[config.mk]
export PLATFORM = sky130hd
export DESIGN_NAME = double_ended_queue
export DESIGN_NICKNAME = d
export VERILOG_FILES = /design/src/design/deq_pkg.sv /design/src/design/double_ended_queue.sv
export VERILOG_INCLUDE_DIRS = /design/src /design/src/design
export SDC_FILE = /design/constraint.sdc
export NUM_CORES = 1
export LEC_CHECK = 0
export ABC_AREA = 1
export BUFFER_PORTS_ARGS = -buffer_cell sky130_fd_sc_hd__buf_2
export CAP_MARGIN = 20
export CORE_UTILIZATION = 40
export DETAILED_ROUTE_END_ITERATION = 10
export GPL_ROUTABILITY_DRIVEN = 1
export PLACE_DENSITY = 0.55
export SLEW_MARGIN = 20
export SYNTH_ARGS = -nofsm -noshare
export SYNTH_HDL_FRONTEND = slang
export SYNTH_SLANG_ARGS = --single-unit
[constraint.sdc]
create_clock -name clk -period 10.7 [get_ports clk]
set_input_delay 0 -clock clk [delete_from_list [all_inputs] [get_ports clk]]
set_output_delay 0 -clock clk [all_outputs]
set_load 0.02 [all_outputs]
[src/design/double_ended_queue_macros.svh]
// ----------------------------------------------------------------------------
// Assertion macros for the double-ended queue.
// Each macro checks on the rising clock edge and is off while reset is held.
// ----------------------------------------------------------------------------
`ifndef DOUBLE_ENDED_QUEUE_MACROS_SVH
`define DOUBLE_ENDED_QUEUE_MACROS_SVH

// The condition must hold in the same cycle as the trigger.
`define DEQ_ASSERT_SAME(label, trig, cond, msg) \
    label: assert property (@(posedge clk) disable iff (!rst_n) (trig) |-> (cond)) \
        else $error(msg);

// The condition must hold in the cycle after the trigger.
`define DEQ_ASSERT_NEXT(label, trig, cond, msg) \
    label: assert property (@(posedge clk) disable iff (!rst_n) (trig) |=> (cond)) \
        else $error(msg);

`endif

[src/design/deq_pkg.sv]
`timescale 1ns / 1ps
// ----------------------------------------------------------------------------
// deq_pkg
// Types and constants shared by the double-ended queue: the request and
// response items, operation kinds and status codes.
// ----------------------------------------------------------------------------
package deq_pkg;

    // Default storage shape.
    localparam int DEFAULT_DEPTH      = 16;
    localparam int DEFAULT_DATA_WIDTH = 32;
    localparam int MAX_DATA_WIDTH     = 64;

    // Fixed field widths of the items.
    localparam int KIND_W   = 3;
    localparam int VALUE_W  = 32;
    localparam int STATUS_W = 2;

    // Operation kinds.
    localparam logic [KIND_W-1:0] KIND_PUSH_FRONT = 3'd0;
    localparam logic [KIND_W-1:0] KIND_PUSH_BACK  = 3'd1;
    localparam logic [KIND_W-1:0] KIND_POP_FRONT  = 3'd2;
    localparam logic [KIND_W-1:0] KIND_POP_BACK   = 3'd3;
    localparam logic [KIND_W-1:0] KIND_DUMP       = 3'd4;
    localparam logic [KIND_W-1:0] KIND_CLEAR      = 3'd5;

    // Status codes.
    localparam logic [STATUS_W-1:0] STATUS_OK    = 2'd0;
    localparam logic [STATUS_W-1:0] STATUS_EMPTY = 2'd1;
    localparam logic [STATUS_W-1:0] STATUS_FULL  = 2'd2;

    typedef struct packed {
        logic [KIND_W-1:0]         kind;
        logic signed [VALUE_W-1:0] value_in;
    } deq_req_t;

    typedef struct packed {
        logic signed [VALUE_W-1:0] value_out;
        logic [STATUS_W-1:0]       status;
        logic                      last;
    } deq_rsp_t;

endpackage

[src/design/double_ended_queue.sv]
`timescale 1ns / 1ps
// ----------------------------------------------------------------------------
// double_ended_queue
// Bounded double-ended queue kept in a ring memory with a front index and a
// fill count.
// ----------------------------------------------------------------------------
// Each request item carries one operation: push front, push back, pop front,
// pop back, dump or clear. A new item can be accepted every cycle while the
// response side keeps up; a pop reads the ring memory, whose registered read
// port delivers the value in the next cycle into a pending stage ahead of
// the output register. A dump holds off new items and issues one memory read
// per stored entry, giving fill-count responses (one for an empty queue) at
// one per cycle while the response side keeps up, with last set on the back
// entry. Kinds six and seven are taken and ignored. The memory needs no
// clearing after reset: only entries inside the live window are ever read.
// ----------------------------------------------------------------------------
`include "double_ended_queue_macros.svh"

module double_ended_queue #(
    parameter int DEPTH      = deq_pkg::DEFAULT_DEPTH,
    parameter int DATA_WIDTH = deq_pkg::DEFAULT_DATA_WIDTH
) (
    input  logic              clk,
    input  logic              rst_n,
    input  logic              req_valid,
    output logic              req_stall,
    input  deq_pkg::deq_req_t req,
    output logic              rsp_valid,
    input  logic              rsp_stall,
    output deq_pkg::deq_rsp_t rsp
);

    import deq_pkg::*;

    localparam int IDX_W = $clog2(DEPTH);
    localparam int CNT_W = $clog2(DEPTH + 1);
    localparam int SUM_W = CNT_W + 1;

    localparam logic ST_IDLE = 1'b0;
    localparam logic ST_DUMP = 1'b1;

    // Ring memory and its registered read data.
    logic [DATA_WIDTH-1:0] mem [DEPTH];
    logic [DATA_WIDTH-1:0] rd_data_reg;

    // Control state.
    logic             state_reg, state_next;
    logic [IDX_W-1:0] front_reg, front_next;
    logic [CNT_W-1:0] count_reg, count_next;
    logic [CNT_W-1:0] dump_off_reg, dump_off_next;

    // Pending stage: waits for the memory read data of a pop or dump.
    logic                p_valid_reg, p_valid_next;
    logic                p_from_mem_reg, p_from_mem_next;
    logic [STATUS_W-1:0] p_status_reg, p_status_next;
    logic                p_last_reg, p_last_next;

    // Output register.
    logic     out_valid_reg, out_valid_next;
    deq_rsp_t out_item_reg, out_item_next;

    logic                  accept;
    logic                  out_free;
    logic                  p_move;
    logic                  p_open;
    logic                  full;
    logic                  empty;
    logic [CNT_W-1:0]      count_m1;
    logic [CNT_W-1:0]      ring_off;
    logic [SUM_W-1:0]      ring_sum;
    logic [IDX_W-1:0]      ring_idx;
    logic [IDX_W-1:0]      front_dec;
    logic                  wr_en;
    logic [IDX_W-1:0]      wr_addr;
    logic                  rd_en;
    logic [IDX_W-1:0]      rd_addr;
    logic [MAX_DATA_WIDTH-1:0] in_wide;
    logic [MAX_DATA_WIDTH-1:0] rd_wide;

    // Handshake helpers.
    assign out_free  = !out_valid_reg || !rsp_stall;
    assign p_move    = p_valid_reg && out_free;
    assign p_open    = !p_valid_reg || out_free;
    assign req_stall = (state_reg != ST_IDLE) || !p_open;
    assign accept    = req_valid && !req_stall;

    assign full     = (count_reg == CNT_W'(DEPTH));
    assign empty    = (count_reg == '0);
    assign count_m1 = count_reg - CNT_W'(1);

    // Ring offset selection and wrap of front plus offset.
    always_comb
    begin
        ring_off = '0;
        if (state_reg == ST_DUMP)
        begin
            ring_off = dump_off_reg;
        end
        else if (req.kind == KIND_PUSH_BACK)
        begin
            ring_off = count_reg;
        end
        else if (req.kind == KIND_POP_BACK)
        begin
            ring_off = count_m1;
        end
    end

    always_comb
    begin
        ring_sum = SUM_W'(front_reg) + SUM_W'(ring_off);
        if (ring_sum >= SUM_W'(DEPTH))
        begin
            ring_sum = ring_sum - SUM_W'(DEPTH);
        end
        ring_idx = ring_sum[IDX_W-1:0];
    end

    assign front_dec = (front_reg == '0) ? IDX_W'(DEPTH - 1) : front_reg - IDX_W'(1);

    // Stored word is the low bits of the zero-extended request value.
    assign in_wide = {{(MAX_DATA_WIDTH - VALUE_W){1'b0}}, req.value_in};
    assign rd_wide = MAX_DATA_WIDTH'(rd_data_reg);

    // Operation sequencer.
    always_comb
    begin
        state_next      = state_reg;
        front_next      = front_reg;
        count_next      = count_reg;
        dump_off_next   = dump_off_reg;
        p_valid_next    = p_valid_reg && !p_move;
        p_from_mem_next = p_from_mem_reg;
        p_status_next   = p_status_reg;
        p_last_next     = p_last_reg;
        wr_en           = 1'b0;
        wr_addr         = ring_idx;
        rd_en           = 1'b0;
        rd_addr         = ring_idx;

        if (state_reg == ST_DUMP)
        begin
            // Walk the live window, one read per free pending slot.
            if (p_open)
            begin
                rd_en           = 1'b1;
                p_valid_next    = 1'b1;
                p_from_mem_next = 1'b1;
                p_status_next   = STATUS_OK;
                p_last_next     = (dump_off_reg == count_m1);
                dump_off_next   = dump_off_reg + CNT_W'(1);
                if (dump_off_reg == count_m1)
                begin
                    state_next = ST_IDLE;
                end
            end
        end
        else if (accept)
        begin
            p_from_mem_next = 1'b0;
            p_status_next   = STATUS_OK;
            p_last_next     = 1'b1;
            unique case (req.kind)
                KIND_PUSH_FRONT:
                begin
                    p_valid_next = 1'b1;
                    if (full)
                    begin
                        p_status_next = STATUS_FULL;
                    end
                    else
                    begin
                        wr_en      = 1'b1;
                        wr_addr    = front_dec;
                        front_next = front_dec;
                        count_next = count_reg + CNT_W'(1);
                    end
                end
                KIND_PUSH_BACK:
                begin
                    p_valid_next = 1'b1;
                    if (full)
                    begin
                        p_status_next = STATUS_FULL;
                    end
                    else
                    begin
                        wr_en      = 1'b1;
                        count_next = count_reg + CNT_W'(1);
                    end
                end
                KIND_POP_FRONT:
                begin
                    p_valid_next = 1'b1;
                    if (empty)
                    begin
                        p_status_next = STATUS_EMPTY;
                    end
                    else
                    begin
                        rd_en           = 1'b1;
                        p_from_mem_next = 1'b1;
                        front_next      = (front_reg == IDX_W'(DEPTH - 1)) ?
                                          '0 : front_reg + IDX_W'(1);
                        count_next      = count_m1;
                    end
                end
                KIND_POP_BACK:
                begin
                    p_valid_next = 1'b1;
                    if (empty)
                    begin
                        p_status_next = STATUS_EMPTY;
                    end
                    else
                    begin
                        rd_en           = 1'b1;
                        p_from_mem_next = 1'b1;
                        count_next      = count_m1;
                    end
                end
                KIND_DUMP:
                begin
                    p_valid_next = 1'b1;
                    if (empty)
                    begin
                        p_status_next = STATUS_EMPTY;
                    end
                    else
                    begin
                        // First entry now, the rest from the dump state.
                        rd_en           = 1'b1;
                        p_from_mem_next = 1'b1;
                        p_last_next     = (count_reg == CNT_W'(1));
                        dump_off_next   = CNT_W'(1);
                        if (count_reg != CNT_W'(1))
                        begin
                            state_next = ST_DUMP;
                        end
                    end
                end
                KIND_CLEAR:
                begin
                    p_valid_next = 1'b1;
                    front_next   = '0;
                    count_next   = '0;
                end
                default:
                begin
                    // Unused kinds cause no response.
                end
            endcase
        end
    end

    // Output register loads from the pending stage.
    always_comb
    begin
        out_valid_next = out_valid_reg && rsp_stall;
        out_item_next  = out_item_reg;
        if (p_move)
        begin
            out_valid_next          = 1'b1;
            out_item_next.value_out = p_from_mem_reg ? rd_wide[VALUE_W-1:0] : '0;
            out_item_next.status    = p_status_reg;
            out_item_next.last      = p_last_reg;
        end
    end

    assign rsp_valid = out_valid_reg;
    assign rsp       = out_item_reg;

    // Control registers.
    always_ff @(posedge clk or negedge rst_n)
    begin
        if (!rst_n)
        begin
            state_reg     <= ST_IDLE;
            front_reg     <= '0;
            count_reg     <= '0;
            dump_off_reg  <= '0;
            p_valid_reg   <= 1'b0;
            out_valid_reg <= 1'b0;
        end
        else
        begin
            state_reg     <= state_next;
            front_reg     <= front_next;
            count_reg     <= count_next;
            dump_off_reg  <= dump_off_next;
            p_valid_reg   <= p_valid_next;
            out_valid_reg <= out_valid_next;
        end
    end

    // Payload registers.
    always_ff @(posedge clk)
    begin
        p_from_mem_reg <= p_from_mem_next;
        p_status_reg   <= p_status_next;
        p_last_reg     <= p_last_next;
        out_item_reg   <= out_item_next;
    end

    // Ring memory: one write port, one registered read port. A pop never
    // writes and a push never reads, so no access pair meets in one cycle.
    always_ff @(posedge clk)
    begin
        if (wr_en)
        begin
            mem[wr_addr] <= in_wide[DATA_WIDTH-1:0];
        end
        if (rd_en)
        begin
            rd_data_reg <= mem[rd_addr];
        end
    end

    // Checks.
    `DEQ_ASSERT_SAME(a_count_bound, 1'b1, count_reg <= CNT_W'(DEPTH), "fill count above depth")
    `DEQ_ASSERT_SAME(a_dump_blocks, state_reg == ST_DUMP, req_stall, "item taken during dump")
    `DEQ_ASSERT_SAME(a_dump_off, state_reg == ST_DUMP, dump_off_reg < count_reg, "dump past back")
    `DEQ_ASSERT_NEXT(a_pend_hold, p_valid_reg && !out_free, p_valid_reg, "pending item lost")

endmodule

==> results.txt <==
----------------------------------------------------
[Run status]
  Run status ... complete, but fails checks
  Violated checks ... DRC

[Yosys]
  FFs w/ async S/R, synth ... 2.83%
  Post-synth top area cell ... edfxtp_1
  Synthesis Warnings ... 0
  Post-Synthesis Net Count ... 1882
  Register area share after synthesis ... between 70 and 80%
  Count of different cell masters after synthesis ... 37
  Most common cell in the netlist ... edfxtp_1
  Synthesized flop and latch total ... 600
  Post-synthesis cell count ... 1832
  Top cell type's share of synthesized area ... roughly three quarters
  Primary flip-flop cell chosen by synthesis mapping ... edfxtp_1
  Cell area after synthesis ... 0.0239 mm²
  Synthesized area per cell ... about 13 µm²
  Leading post-synthesis cells by cell area ... edfxtp_1 73%, o21ai_0 5.9%, nor2_1 5.6%
  Top cells by instance count after synthesis ... 583 x edfxtp_1, 357 x nor2_1, 280 x o21ai_0, 128 x nand2_1, 67 x clkbuf_1
  EDFF count, synth ... 583

[Placement]
  Detailed placement HPWL ... roughly 32 mm
  Placer's final routability congestion estimate ... 0.892
  Area after DPL ... 0.0253 mm²
  Port Buf Inserts ... 75

[Min path]
  Min-delay worst type ... input port to flop

[Worst setup path]
  CP Buf/Inv Count ... 6
  Cell repeated most along the worst path ... buf_4
  Startpoint of the worst register-to-register path ... count_reg[0]
  Cells on worst reg2reg path ... 16
  Start-to-end type of the worst setup path ... flop to flop
  R2R Setup Slk ... approximately 5.0 ns
  Family of cells with the greatest summed delay on the critical path ... buffers and inverters
  Capture instance of the worst register-to-register path ... mem[8][30]
  CP Launch Point ... count_reg[0]
  Required @ worst endpoint ... 10.98 ns
  Path length in cells of the critical path ... 16
  Worst-path cell with the longest stage delay ... nor2_4
  CP endpoint kind ... flop
  Critical path data arrival time ... 5.99 ns
  Ordered list of cells on the worst path ... inv_1, ha_1, inv_1, nand2_1, o221ai_1, o21ai_0, fa_2, xnor2_2, buf_4, inv_2, buf_4, nand2_1, o21ai_0, nand3_1, nor2_4, buf_4
  Critical path fanouts, max ... 65
  Kind of start point of the critical path ... flop
  Max stage delay on crit path ... 0.69 ns
  Endpoint of the most critical setup path ... mem[8][30]

[STA]
  Maximum achievable frequency ... about 0.18 GHz
  Total setup violations reported at the end of the flow ... 0
  Final Max Slew Viols ... 0
  Final period utilization ... 53.4%
  Clock period minus worst slack ... 5.71 ns
  Worst Skew ... 0.0159 ns
  Fin Setup TNS ... 0 ns
  Number of endpoints with negative hold slack in the final report ... 0
  RSZ-0062 raised after global routing ... no
  Slew headroom ... 26.0%
  Slew @ Worst Pin ... 1.11 ns

[Detailed routing]
  Routed length per instance ... approximately 21 µm
  Overall via count from detail_route ... 14700
  Number of vias per cell after detailed routing ... 5.36
  Number of nets still failing antenna checks after routing ... 0
  Pre-Repair DR Iteration Count ... 8
  Initial DRC count ... 1210
  DRC violation count after routing ... 6
  Total detailed-routing wirelength ... approximately 58 mm

[Clock tree]
  Sinks on Clock Net ... 600
  Clock tree from TritonCTS ... done
  Insertion delay to the later sink of the worst-skew pair ... 0.62 ns
  Total number of H-tree levels ... 2
  CTS Buf Count ... 60
  Clock Pin Slew Worst Setup and Hold Paths ... around 0.06 ns
  CTS resizes ... 0
  Post-CTS Setup Inserts ... 0
  CTS Buffer Depth ... 3
  Root cell of the clock tree ... clkbuf_16
  # hold bufs at CTS ... 42

[Final layout]
  Number of nets in the finished design ... 1979
  Final antenna diode count ... 0
  Synthesis-to-layout area growth ... 15.1%
  Number of flip-flops in the largest register ... 512
  Final instance area ... 0.0276 mm²
  Share of post-route cells with drive strength above 1 ... 11.3%

[Floorplan]
  Y dimension of the die ... 247 µm
  DIE WIDTH ... 247 µm
  Starting utilization of the core area ... between 40 and 50%
  Number of placement rows ... 89
  Die area ... just over 0.06 mm²
  Standard cell core area ... 0.0591 mm²
  Boundary Pins ... between 70 and 80

[Global route]
  Total global routing overflow ... 0
  Pin count of the biggest net entering global routing ... between 100 and 150
  Number of antenna violations at the first check in global routing ... 0
  Vias in the first global route ... 14400
  Total GRT Usage ... about a fifth
  Wire length of the first global-routing pass ... 88.0 mm

[Job]
  Maximum capacitance violations ... 0

----------------------------------------------------
## worst register-to-register path: cells and delay by family, from the launching register on
family,cells,cell delay (ns)
buf+inv,6,2.26
simple gates,4,1.23
fa+ha+maj,2,0.76
compound gates,3,0.52
flops,1,0.47
xor+xnor,1,0.14
## worst min-delay path by stage
stage | start | endpoint | slack [ns] | depth (start not counted)
after detailed placement | rst_n | count_reg[3] | -0.04 | 1
after global routing | rsp_stall | rsp_valid | 0.27 | 4
after global placement | rst_n | count_reg[3] | -0.05 | 1
after CTS | rsp_stall | rsp_valid | 0.17 | 4
final | rsp_stall | rsp_valid | 0.20 | 4
after floorplan | rst_n | count_reg[0] | -0.30 | 0
## logic make-up after synthesis
kind of cell | count (synthesis) | share of synthesized area (%)
DFF | 600 | 74.9
xor gates and xnor gates | 9 | 0.329
and+or+nand+nor | 569 | 9.60
buffers and inverters | 180 | 3.11
adders and majority gates | 11 | 0.606
AOI/OAI and AO/OA | 463 | 11.5
## per-stage QoR
| step | hold slack, ns | setup slack (ns) | cells | util, % |
|---|---|---|---|---|
| global placement | -0.0467 | 5.15 | 2590 | 42.5 |
| floorplan | -0.296 | 6.31 | 1832 | - |
| detailed placement | -0.0406 | 5.01 | 2596 | 42.7 |
| CTS | 0.168 | 5.01 | 2744 | 46.5 |
| finish | 0.196 | 4.99 | 2746 | 46.6 |
| global route | 0.265 | 4.67 | 2746 | 46.6 |
## per-layer routing
metal	vias up	track usage (%)	wire length (µm)
li1	6935	-	-
met4	0	6.86	1620
met1	7328	26.1	25700
met5	-	0	0
met3	94	2.89	2830
met2	369	31.2	27400
## cell type report
cell class / count / area, µm²
clock buffers: 79 / 1620
clock inverters: 27 / 208
fillers: 5210 / 31600
inverters: 70 / 273
multi-input cells: 1052 / 5430
flip-flops and latches: 600 / 17900
well taps: 773 / 967
repair buffers: 145 / 1140
## cells in the final DEF, fill, tap and decap left out, types with 8 or more instances in the layout
cell type	n
buf_2	75
buf_4	20
clkbuf_1	17
clkbuf_16	62
clkinv_1	15
clkinv_2	8
dfrtp_1	17
dlygate4sd3_1	42
edfxtp_1	583
ha_1	9
inv_1	61
nand2_1	128
nand3_1	64
nor2_1	341
nor2_4	17
o211ai_1	65
o21ai_0	279
o21ai_1	37
o221ai_1	65
Power is not shown: default switching activity piles up to over one toggle a cycle in this logic, so the estimate is an artifact.
